==> src/rtl/usc_pkg.sv <==
`timescale 1ns / 1ps
`default_nettype none

package usc_pkg;

    localparam int DATA_W  = 31;
    localparam int COUNT_W = 3;

    // Lead byte masks and patterns
    localparam logic [7:0] LEAD1_MASK = 8'h80;
    localparam logic [7:0] LEAD2_MASK = 8'he0;
    localparam logic [7:0] LEAD2_PAT  = 8'hc0;
    localparam logic [7:0] LEAD3_MASK = 8'hf0;
    localparam logic [7:0] LEAD3_PAT  = 8'he0;
    localparam logic [7:0] LEAD4_MASK = 8'hf8;
    localparam logic [7:0] LEAD4_PAT  = 8'hf0;
    localparam logic [7:0] LEAD5_MASK = 8'hfc;
    localparam logic [7:0] LEAD5_PAT  = 8'hf8;
    localparam logic [7:0] LEAD6_MASK = 8'hfe;
    localparam logic [7:0] LEAD6_PAT  = 8'hfc;
    localparam logic [7:0] CONT_MARK  = 8'h80;
    localparam logic [7:0] CONT_KEEP  = 8'h3f;

    // Mode register codes
    localparam logic MODE_DECODE = 1'b0;
    localparam logic MODE_ENCODE = 1'b1;

    // Work item passed from the front to the back
    typedef struct packed {
        logic                 is_enc;  // encode: data is a code point to serialize
        logic [DATA_W-1:0]    data;    // decode result or code point
        logic [COUNT_W-1:0]   nbytes;  // encode: byte count, 1 to 6
        logic                 bad;     // decode: bad lead byte passed through
    } t_cmd;

    // Queue head as seen by the back
    typedef struct packed {
        logic valid;
        t_cmd cmd;
    } t_head;

endpackage

`default_nettype wire

==> src/rtl/usc_front.sv <==
`timescale 1ns / 1ps
`default_nettype none

module usc_front (
    input  wire                               i_clk,
    input  wire                               i_rst_n,
    input  wire                               i_cfg_valid,
    input  wire                               i_cfg_direction,
    input  wire                               i_valid,
    input  wire                               i_ready,
    input  wire  [usc_pkg::DATA_W-1:0]        i_data_in,
    output logic                              o_push,
    output usc_pkg::t_cmd                     o_cmd
);

    logic                         r_dir;
    logic [usc_pkg::COUNT_W-1:0]  r_pend, n_pend;
    logic [usc_pkg::DATA_W-1:0]   r_part, n_part;
    logic                         w_accept;
    logic [7:0]                   w_byte;
    logic [usc_pkg::COUNT_W-1:0]  w_len;

    assign w_accept = i_valid && i_ready;
    assign w_byte   = i_data_in[7:0];

    // Size the encoded form: shortest length for the code point
    always_comb begin
        if (i_data_in < 31'h80) begin
            w_len = 3'd1;
        end else if (i_data_in < 31'h800) begin
            w_len = 3'd2;
        end else if (i_data_in < 31'h10000) begin
            w_len = 3'd3;
        end else if (i_data_in < 31'h200000) begin
            w_len = 3'd4;
        end else if (i_data_in < 31'h4000000) begin
            w_len = 3'd5;
        end else begin
            w_len = 3'd6;
        end
    end

    // Classify the beat and advance the decode state
    always_comb begin
        n_pend = r_pend;
        n_part = r_part;
        o_push = 1'b0;
        o_cmd  = '0;
        if (w_accept && r_dir == usc_pkg::MODE_ENCODE) begin
            o_push       = 1'b1;
            o_cmd.is_enc = 1'b1;
            o_cmd.data   = i_data_in;
            o_cmd.nbytes = w_len;
        end else if (w_accept) begin
            if (r_pend != '0) begin
                // continuation: take low six bits, top bits unchecked
                n_part = {r_part[usc_pkg::DATA_W-7:0], w_byte[5:0]};
                n_pend = r_pend - 3'd1;
                if (r_pend == 3'd1) begin
                    o_push     = 1'b1;
                    o_cmd.data = n_part;
                end
            end else if ((w_byte & usc_pkg::LEAD1_MASK) == 8'h00) begin
                o_push     = 1'b1;
                o_cmd.data = {23'd0, w_byte};
            end else if ((w_byte & usc_pkg::LEAD2_MASK) == usc_pkg::LEAD2_PAT) begin
                n_part = {26'd0, w_byte[4:0]};
                n_pend = 3'd1;
            end else if ((w_byte & usc_pkg::LEAD3_MASK) == usc_pkg::LEAD3_PAT) begin
                n_part = {27'd0, w_byte[3:0]};
                n_pend = 3'd2;
            end else if ((w_byte & usc_pkg::LEAD4_MASK) == usc_pkg::LEAD4_PAT) begin
                n_part = {28'd0, w_byte[2:0]};
                n_pend = 3'd3;
            end else if ((w_byte & usc_pkg::LEAD5_MASK) == usc_pkg::LEAD5_PAT) begin
                n_part = {29'd0, w_byte[1:0]};
                n_pend = 3'd4;
            end else if ((w_byte & usc_pkg::LEAD6_MASK) == usc_pkg::LEAD6_PAT) begin
                n_part = {30'd0, w_byte[0]};
                n_pend = 3'd5;
            end else begin
                // bad lead: pass the byte through flagged
                o_push     = 1'b1;
                o_cmd.data = {23'd0, w_byte};
                o_cmd.bad  = 1'b1;
            end
        end
    end

    // Hold mode and decode state
    always_ff @(posedge i_clk) begin
        if (!i_rst_n) begin
            r_dir  <= usc_pkg::MODE_DECODE;
            r_pend <= '0;
            r_part <= '0;
        end else begin
            if (i_cfg_valid) begin
                r_dir <= i_cfg_direction;
            end
            r_pend <= n_pend;
            r_part <= n_part;
        end
    end

endmodule

`default_nettype wire

==> src/rtl/usc_queue.sv <==
`timescale 1ns / 1ps
`default_nettype none

module usc_queue #(
    parameter int DEPTH = 2
) (
    input  wire                 i_clk,
    input  wire                 i_rst_n,
    input  wire                 i_push,
    input  usc_pkg::t_cmd       i_cmd,
    input  wire                 i_pop,
    output logic                o_full,
    output usc_pkg::t_head      o_head
);

    localparam int PW = (DEPTH > 1) ? $clog2(DEPTH) : 1;
    localparam int CW = $clog2(DEPTH + 1);

    usc_pkg::t_cmd  r_mem [DEPTH];
    logic [PW-1:0]  r_wr, r_rd;
    logic [CW-1:0]  r_cnt;
    logic           w_pop;

    assign o_full       = (r_cnt == CW'(DEPTH));
    assign o_head.valid = (r_cnt != '0);
    assign o_head.cmd   = r_mem[r_rd];
    assign w_pop        = i_pop && o_head.valid;

    // Store the pushed item
    always_ff @(posedge i_clk) begin
        if (i_push && !o_full) begin
            r_mem[r_wr] <= i_cmd;
        end
    end

    // Advance pointers and fill count
    always_ff @(posedge i_clk) begin
        if (!i_rst_n) begin
            r_wr  <= '0;
            r_rd  <= '0;
            r_cnt <= '0;
        end else begin
            if (i_push && !o_full) begin
                r_wr <= (r_wr == PW'(DEPTH - 1)) ? '0 : r_wr + PW'(1);
            end
            if (w_pop) begin
                r_rd <= (r_rd == PW'(DEPTH - 1)) ? '0 : r_rd + PW'(1);
            end
            if ((i_push && !o_full) && !w_pop) begin
                r_cnt <= r_cnt + CW'(1);
            end else if (!(i_push && !o_full) && w_pop) begin
                r_cnt <= r_cnt - CW'(1);
            end
        end
    end

endmodule

`default_nettype wire

==> src/rtl/usc_back.sv <==
`timescale 1ns / 1ps
`default_nettype none

module usc_back (
    input  wire                          i_clk,
    input  wire                          i_rst_n,
    input  usc_pkg::t_head               i_head,
    output logic                         o_pop,
    output logic                         o_valid,
    input  wire                          i_ready,
    output logic [usc_pkg::DATA_W-1:0]   o_data_out,
    output logic                         o_last,
    output logic                         o_bad_lead
);

    logic                         r_valid;
    logic [usc_pkg::DATA_W-1:0]   r_data;
    logic                         r_last, r_bad;
    logic [usc_pkg::COUNT_W-1:0]  r_idx, n_idx;
    logic                         w_load;
    logic [usc_pkg::COUNT_W-1:0]  w_rem;
    logic [4:0]                   w_sh;
    logic [usc_pkg::DATA_W-1:0]   w_shifted;
    logic [7:0]                   w_keep, w_mark, w_byte;
    logic                         w_enc_last;
    logic [usc_pkg::DATA_W-1:0]   n_data;
    logic                         n_last, n_bad;

    assign w_load = i_head.valid && (!r_valid || i_ready);

    // Pick the six-bit group for the current byte
    assign w_rem      = i_head.cmd.nbytes - 3'd1 - r_idx;
    assign w_enc_last = (r_idx == i_head.cmd.nbytes - 3'd1);

    always_comb begin
        case (w_rem)
            3'd0:    w_sh = 5'd0;
            3'd1:    w_sh = 5'd6;
            3'd2:    w_sh = 5'd12;
            3'd3:    w_sh = 5'd18;
            3'd4:    w_sh = 5'd24;
            default: w_sh = 5'd30;
        endcase
    end

    assign w_shifted = i_head.cmd.data >> w_sh;

    // Lead byte mark and payload mask by sequence length
    always_comb begin
        case (i_head.cmd.nbytes)
            3'd1:    begin w_keep = 8'h7f; w_mark = 8'h00;             end
            3'd2:    begin w_keep = 8'h1f; w_mark = usc_pkg::LEAD2_PAT; end
            3'd3:    begin w_keep = 8'h0f; w_mark = usc_pkg::LEAD3_PAT; end
            3'd4:    begin w_keep = 8'h07; w_mark = usc_pkg::LEAD4_PAT; end
            3'd5:    begin w_keep = 8'h03; w_mark = usc_pkg::LEAD5_PAT; end
            default: begin w_keep = 8'h01; w_mark = usc_pkg::LEAD6_PAT; end
        endcase
    end

    always_comb begin
        if (r_idx == '0) begin
            w_byte = (w_shifted[7:0] & w_keep) | w_mark;
        end else begin
            w_byte = (w_shifted[7:0] & usc_pkg::CONT_KEEP) | usc_pkg::CONT_MARK;
        end
    end

    // Build the next beat and decide when the head is done
    always_comb begin
        n_idx = r_idx;
        o_pop = 1'b0;
        if (i_head.cmd.is_enc) begin
            n_data = {23'd0, w_byte};
            n_last = w_enc_last;
            n_bad  = 1'b0;
            if (w_load) begin
                o_pop = w_enc_last;
                n_idx = w_enc_last ? '0 : r_idx + 3'd1;
            end
        end else begin
            n_data = i_head.cmd.data;
            n_last = 1'b1;
            n_bad  = i_head.cmd.bad;
            o_pop  = w_load;
        end
    end

    // Hold the output beat until taken
    always_ff @(posedge i_clk) begin
        if (!i_rst_n) begin
            r_valid <= 1'b0;
            r_idx   <= '0;
        end else begin
            r_idx <= n_idx;
            if (w_load) begin
                r_valid <= 1'b1;
            end else if (i_ready) begin
                r_valid <= 1'b0;
            end
        end
    end

    always_ff @(posedge i_clk) begin
        if (w_load) begin
            r_data <= n_data;
            r_last <= n_last;
            r_bad  <= n_bad;
        end
    end

    assign o_valid    = r_valid;
    assign o_data_out = r_data;
    assign o_last     = r_last;
    assign o_bad_lead = r_bad;

endmodule

`default_nettype wire

==> src/rtl/utf8_stream_codec.sv <==
// UTF-8 stream codec, 31-bit code points, sequences of up to six bytes.
// Config channel (i_cfg_valid / o_cfg_ready, i_cfg_direction): 0 decodes bytes
// to code points, 1 encodes code points to bytes. Write it only while idle.
// Input channel (i_valid / o_ready, i_data_in): decode takes one byte in bits
// 7..0; encode takes one code point.
// Output channel (o_valid / i_ready): o_data_out, o_last on the final beat of
// an item, o_bad_lead when a decode lead byte was invalid and passed raw.
// Path: the input beat completing an item is written into the queue, and the
// result beat is then loaded from the queue head into the output register.
// Throughput: decode takes one byte per cycle, encode emits one byte per cycle
// when not stalled, so a code point holds the serializer for its 1 to 6 bytes.
// The input side runs ahead into a QUEUE_DEPTH-entry queue and stalls only
// when it is full; a stalled receiver holds the output beat and then the queue.
// Reset clears mode to decode, drops any partial sequence and empties the
// queue and output register.
`timescale 1ns / 1ps
`default_nettype none

module utf8_stream_codec #(
    parameter int QUEUE_DEPTH = 2
) (
    input  wire                          i_clk,
    input  wire                          i_rst_n,
    input  wire                          i_cfg_valid,
    output logic                         o_cfg_ready,
    input  wire                          i_cfg_direction,
    input  wire                          i_valid,
    output logic                         o_ready,
    input  wire  [usc_pkg::DATA_W-1:0]   i_data_in,
    output logic                         o_valid,
    input  wire                          i_ready,
    output logic [usc_pkg::DATA_W-1:0]   o_data_out,
    output logic                         o_last,
    output logic                         o_bad_lead
);

    logic            w_push, w_pop, w_full;
    usc_pkg::t_cmd   w_cmd;
    usc_pkg::t_head  w_head;

    assign o_cfg_ready = 1'b1;
    assign o_ready     = !w_full;

    usc_front u_front (
        .i_clk           (i_clk),
        .i_rst_n         (i_rst_n),
        .i_cfg_valid     (i_cfg_valid),
        .i_cfg_direction (i_cfg_direction),
        .i_valid         (i_valid),
        .i_ready         (o_ready),
        .i_data_in       (i_data_in),
        .o_push          (w_push),
        .o_cmd           (w_cmd)
    );

    usc_queue #(
        .DEPTH (QUEUE_DEPTH)
    ) u_queue (
        .i_clk   (i_clk),
        .i_rst_n (i_rst_n),
        .i_push  (w_push),
        .i_cmd   (w_cmd),
        .i_pop   (w_pop),
        .o_full  (w_full),
        .o_head  (w_head)
    );

    usc_back u_back (
        .i_clk      (i_clk),
        .i_rst_n    (i_rst_n),
        .i_head     (w_head),
        .o_pop      (w_pop),
        .o_valid    (o_valid),
        .i_ready    (i_ready),
        .o_data_out (o_data_out),
        .o_last     (o_last),
        .o_bad_lead (o_bad_lead)
    );

endmodule

`default_nettype wire

==> config.mk <==
export PLATFORM = sky130hd
export DESIGN_NAME = utf8_stream_codec
export DESIGN_NICKNAME = d
export VERILOG_FILES = /design/src/rtl/usc_pkg.sv /design/src/rtl/usc_front.sv /design/src/rtl/usc_queue.sv /design/src/rtl/usc_back.sv /design/src/rtl/utf8_stream_codec.sv
export SDC_FILE = /design/constraint.sdc
export NUM_CORES = 1
export LEC_CHECK = 0
export BUFFER_PORTS_ARGS = -buffer_cell sky130_fd_sc_hd__buf_2
export CAP_MARGIN = 30
export CORE_MARGIN = 2
export CORE_UTILIZATION = 30
export CTS_CLUSTER_DIAMETER = 150
export DETAILED_ROUTE_END_ITERATION = 7
export MAX_ROUTING_LAYER = met4
export PLACE_DENSITY = 0.56
export REMOVE_ABC_BUFFERS = 1
export SLEW_MARGIN = 20
export SYNTH_ARGS = -nofsm -noshare
export SYNTH_HDL_FRONTEND = slang
export SYNTH_SLANG_ARGS = --single-unit
==> constraint.sdc <==
create_clock -name i_clk -period 5.1 [get_ports i_clk]
set_clock_uncertainty 0.2 [all_clocks]
set_input_delay 1.02 -clock i_clk [delete_from_list [all_inputs] [get_ports i_clk]]
set_output_delay 1.02 -clock i_clk [all_outputs]
set_load 0.005 [all_outputs]
==> results.md <==
- Status: complete, no violations
- Final core utilization: 35.6%
- # diodes: 0
- Synth Instances: 555
- DR vias: 4731
- Crit. End Element: register
- Final setup margin: 1340 ps
- TritonCTS buffer count: 17
- Most common cell in the netlist: edfxtp_1
- R2R cell count: 8
- Die width: 155 um
- Post-synth top area cell: edfxtp_1
- Core box area: 22500 um2
- Top FF cell, synth: edfxtp_1
- Critical path class: register to register
- Max-cap viol count: 0
- Num ports: 73
- Post-route ant nets: 0
- Number of synthesized flops with an enable pin: 105
- Max Fclk: 266 MHz
- Final WL: 17100 um
- Area contributors post-synth: edfxtp_1, dfxtp_1, mux2i_1
- Power, Total: 0.00525 W
- Crit path DAT: 3720 ps
- Area growth syn-to-layout: 17.2%
- # DRC: 0
- Die Y: 155 um
- Clock Latency Late Sink: 420 ps
- Gr ovfl total: 0
- Resize count post-CTS: 0
- Initial drt markers: 345
- Post-CTS Setup Bufs: 0
- Sink Count: 143
- Layout cells sized above 1: 22.4%
- Worst setup SP type: register
- Synth cell count leaders: edfxtp_1, nor2_1, dfxtp_1
- Row count: 55
- Post-Synthesis Cell Area: 6840 um2
- Synth async-reset ratio: 0%
- Max FO, Critical Path: 14
- I/O Buffers: 71
- HPWL after DPL: 12500 um
- Pre-antenna DRT Iters: 5
- Fin Setup TNS: 0 ps
- Synth Register Bits: 143
- LEAKAGE: 2.87 nW
- Final Critical Period: 3760 ps
- Final period utilization: 73.6%
- Hold Path Cell Cnt: 2
- Post-DR wirelength/cell: 18.7 um
- Clk buf depth: 2
- WP data required: 5070 ps
- Final Max Slew Viols: 0
- Worst hold path type: register to register
- First-pass GRT wire length: 26900 um
- RSZ-0062 raised after global routing: no
- Max VDD drop: 0.230 mV
- Largest net degree at the start of global routing: 51
- Final hold violations: 0
- Synth top area share: 46.1%
- Yosys warns: 0
- CP Buf/Inv Count: 0
- Hold path start: u_front.r_part[0]
- Least-Margin Pin Slew: 909 ps
- GP Congestion: 0.857
- Mean post-synth cell area: 12.3 um2
- Die area: 24000 um2
- Via density: 5.17
- Initial Utilization: 30.4%
- Unique masters post-synth: 65
- Hold bufs inserted after CTS: 0
- CTS clk-pin slew, worst paths: 60 ps
- Worst path slowest cell: fa_1
- Final setup viols: 0
- Initial antenna violation count: 0
- WP depth: 8
- Vias in the first global route: 4701
- Nets@finish: 668
- Place WS: 1390 ps
- CTS tree: yes
- Clock Tree Root: clkbuf_16
- CP top delay family: adder cells
- Cells along the critical path: mux2i_1 -> ha_1 -> fa_1 -> nor2_1 -> a21oi_2 -> mux4_2 -> a221oi_2 -> o41ai_2
- Tot GR Track Use: 15.1%
- Worst slew margin: 39.4%
- H-tree Lvls: 4
- Crit-path max cell delay: 930 ps
- Seq/Total Area, Yosys: 57.2%
- Cell Pwr Density: 654 nW/um2
[registers in the layout (all words and copies together) (netlist names), 2 cells and up, named ones only]
name	count
u_front.r_part	25
u_queue.r_cnt	2
u_queue.r_mem	72
u_back.r_idx	3
u_front.r_pend	3
u_back.o_data_out	31
[stage by stage]
stage / area, um2 / hold slack [ps] / cells
floorplan: 6680 / 254 / 521
finish: 8020 / 291 / 915
detailed placement: 7450 / 283 / 883
global route: 8020 / 326 / 915
CTS: 8020 / 291 / 915
global placement: 7440 / 284 / 882
[metal layers]
metal / track usage, % / wire length [um] / up-vias / share of wire (%)
li1: - / - / 2221 / -
met1: 20.3 / 8180 / 2331 / 48
met2: 22.6 / 7770 / 150 / 45
met3: 3.15 / 741 / 29 / 4.3
met4: 5.86 / 434 / 0 / 2.5
met5: - / 0 / - / 0
[layout by cell type, fill, tap and decap left out, drive strengths merged, types with 3 or more instances in the layout]
cell type,instances
a21oi,14
a211oi,6
and3,4
clkbuf,22
dfxtp,38
mux2,13
ha,13
or4,3
inv,18
o21a,3
nand2,30
nor2,42
a22oi,22
o31ai,3
a22o,24
a31oi,6
o41ai,3
xnor2,3
and2,13
nor2b,32
a21o,4
a21boi,9
nand2b,4
o21ai,16
edfxtp,105
mux2i,26
mux4,9
clkinvlp,3
nor3,6
clkinv,4
buf,77
nand3,18
nand3b,3
nor3b,3
[kinds of logic (layout without fill, tap and decap cells)]
family / after synthesis / after routing / share of synthesized area (%)
AO/OA/AOI/OAI: 125 / 125 / 13.7
XOR/XNOR: 6 / 6 / 1.21
adder cells (fa/ha/maj): 14 / 14 / 2.67
buffers and inverters: 49 / 124 / 3.25
flip-flops: 143 / 143 / 57.2
multiplexers: 48 / 48 / 8.96
other: 1 / 1 / 0.0548
AND/OR/NAND/NOR: 169 / 169 / 12.9
[tightest hold or removal path, stage by stage (launching register included)]
cell	delay [ps]
dfxtp_1	330
nand2_1	50
a21boi_0	60
[layout make-up]
| cell class | instances | area (um2) |
|---|---|---|
| sequential | 143 | 3920 |
| inverter | 15 | 56.3 |
| timing repair buffer | 77 | 400 |
| clock buffer | 22 | 497 |
| multi-input combinational | 363 | 2720 |
| tap | 285 | 357 |
| fill | 2195 | 14500 |
| clock inverter | 10 | 73.8 |
[where the power goes]
part,switching (W),total (W),internal [W],leakage [nW]
registers,0.000111,0.00179,0.00167,1.30
clock network,0.000493,0.00119,0.000696,0.272
logic,0.00139,0.00227,0.000879,1.30
[path summary, 6_finish.rpt]
check | endpoint | slack [ps]
max | u_back.o_data_out[2] | 1340
min | u_front.r_part[0] | 290
max reg2reg | u_back.o_data_out[2] | 1340
min reg2reg | u_front.r_part[0] | 290
No activity file was read; power rests on OpenSTA's default activity.
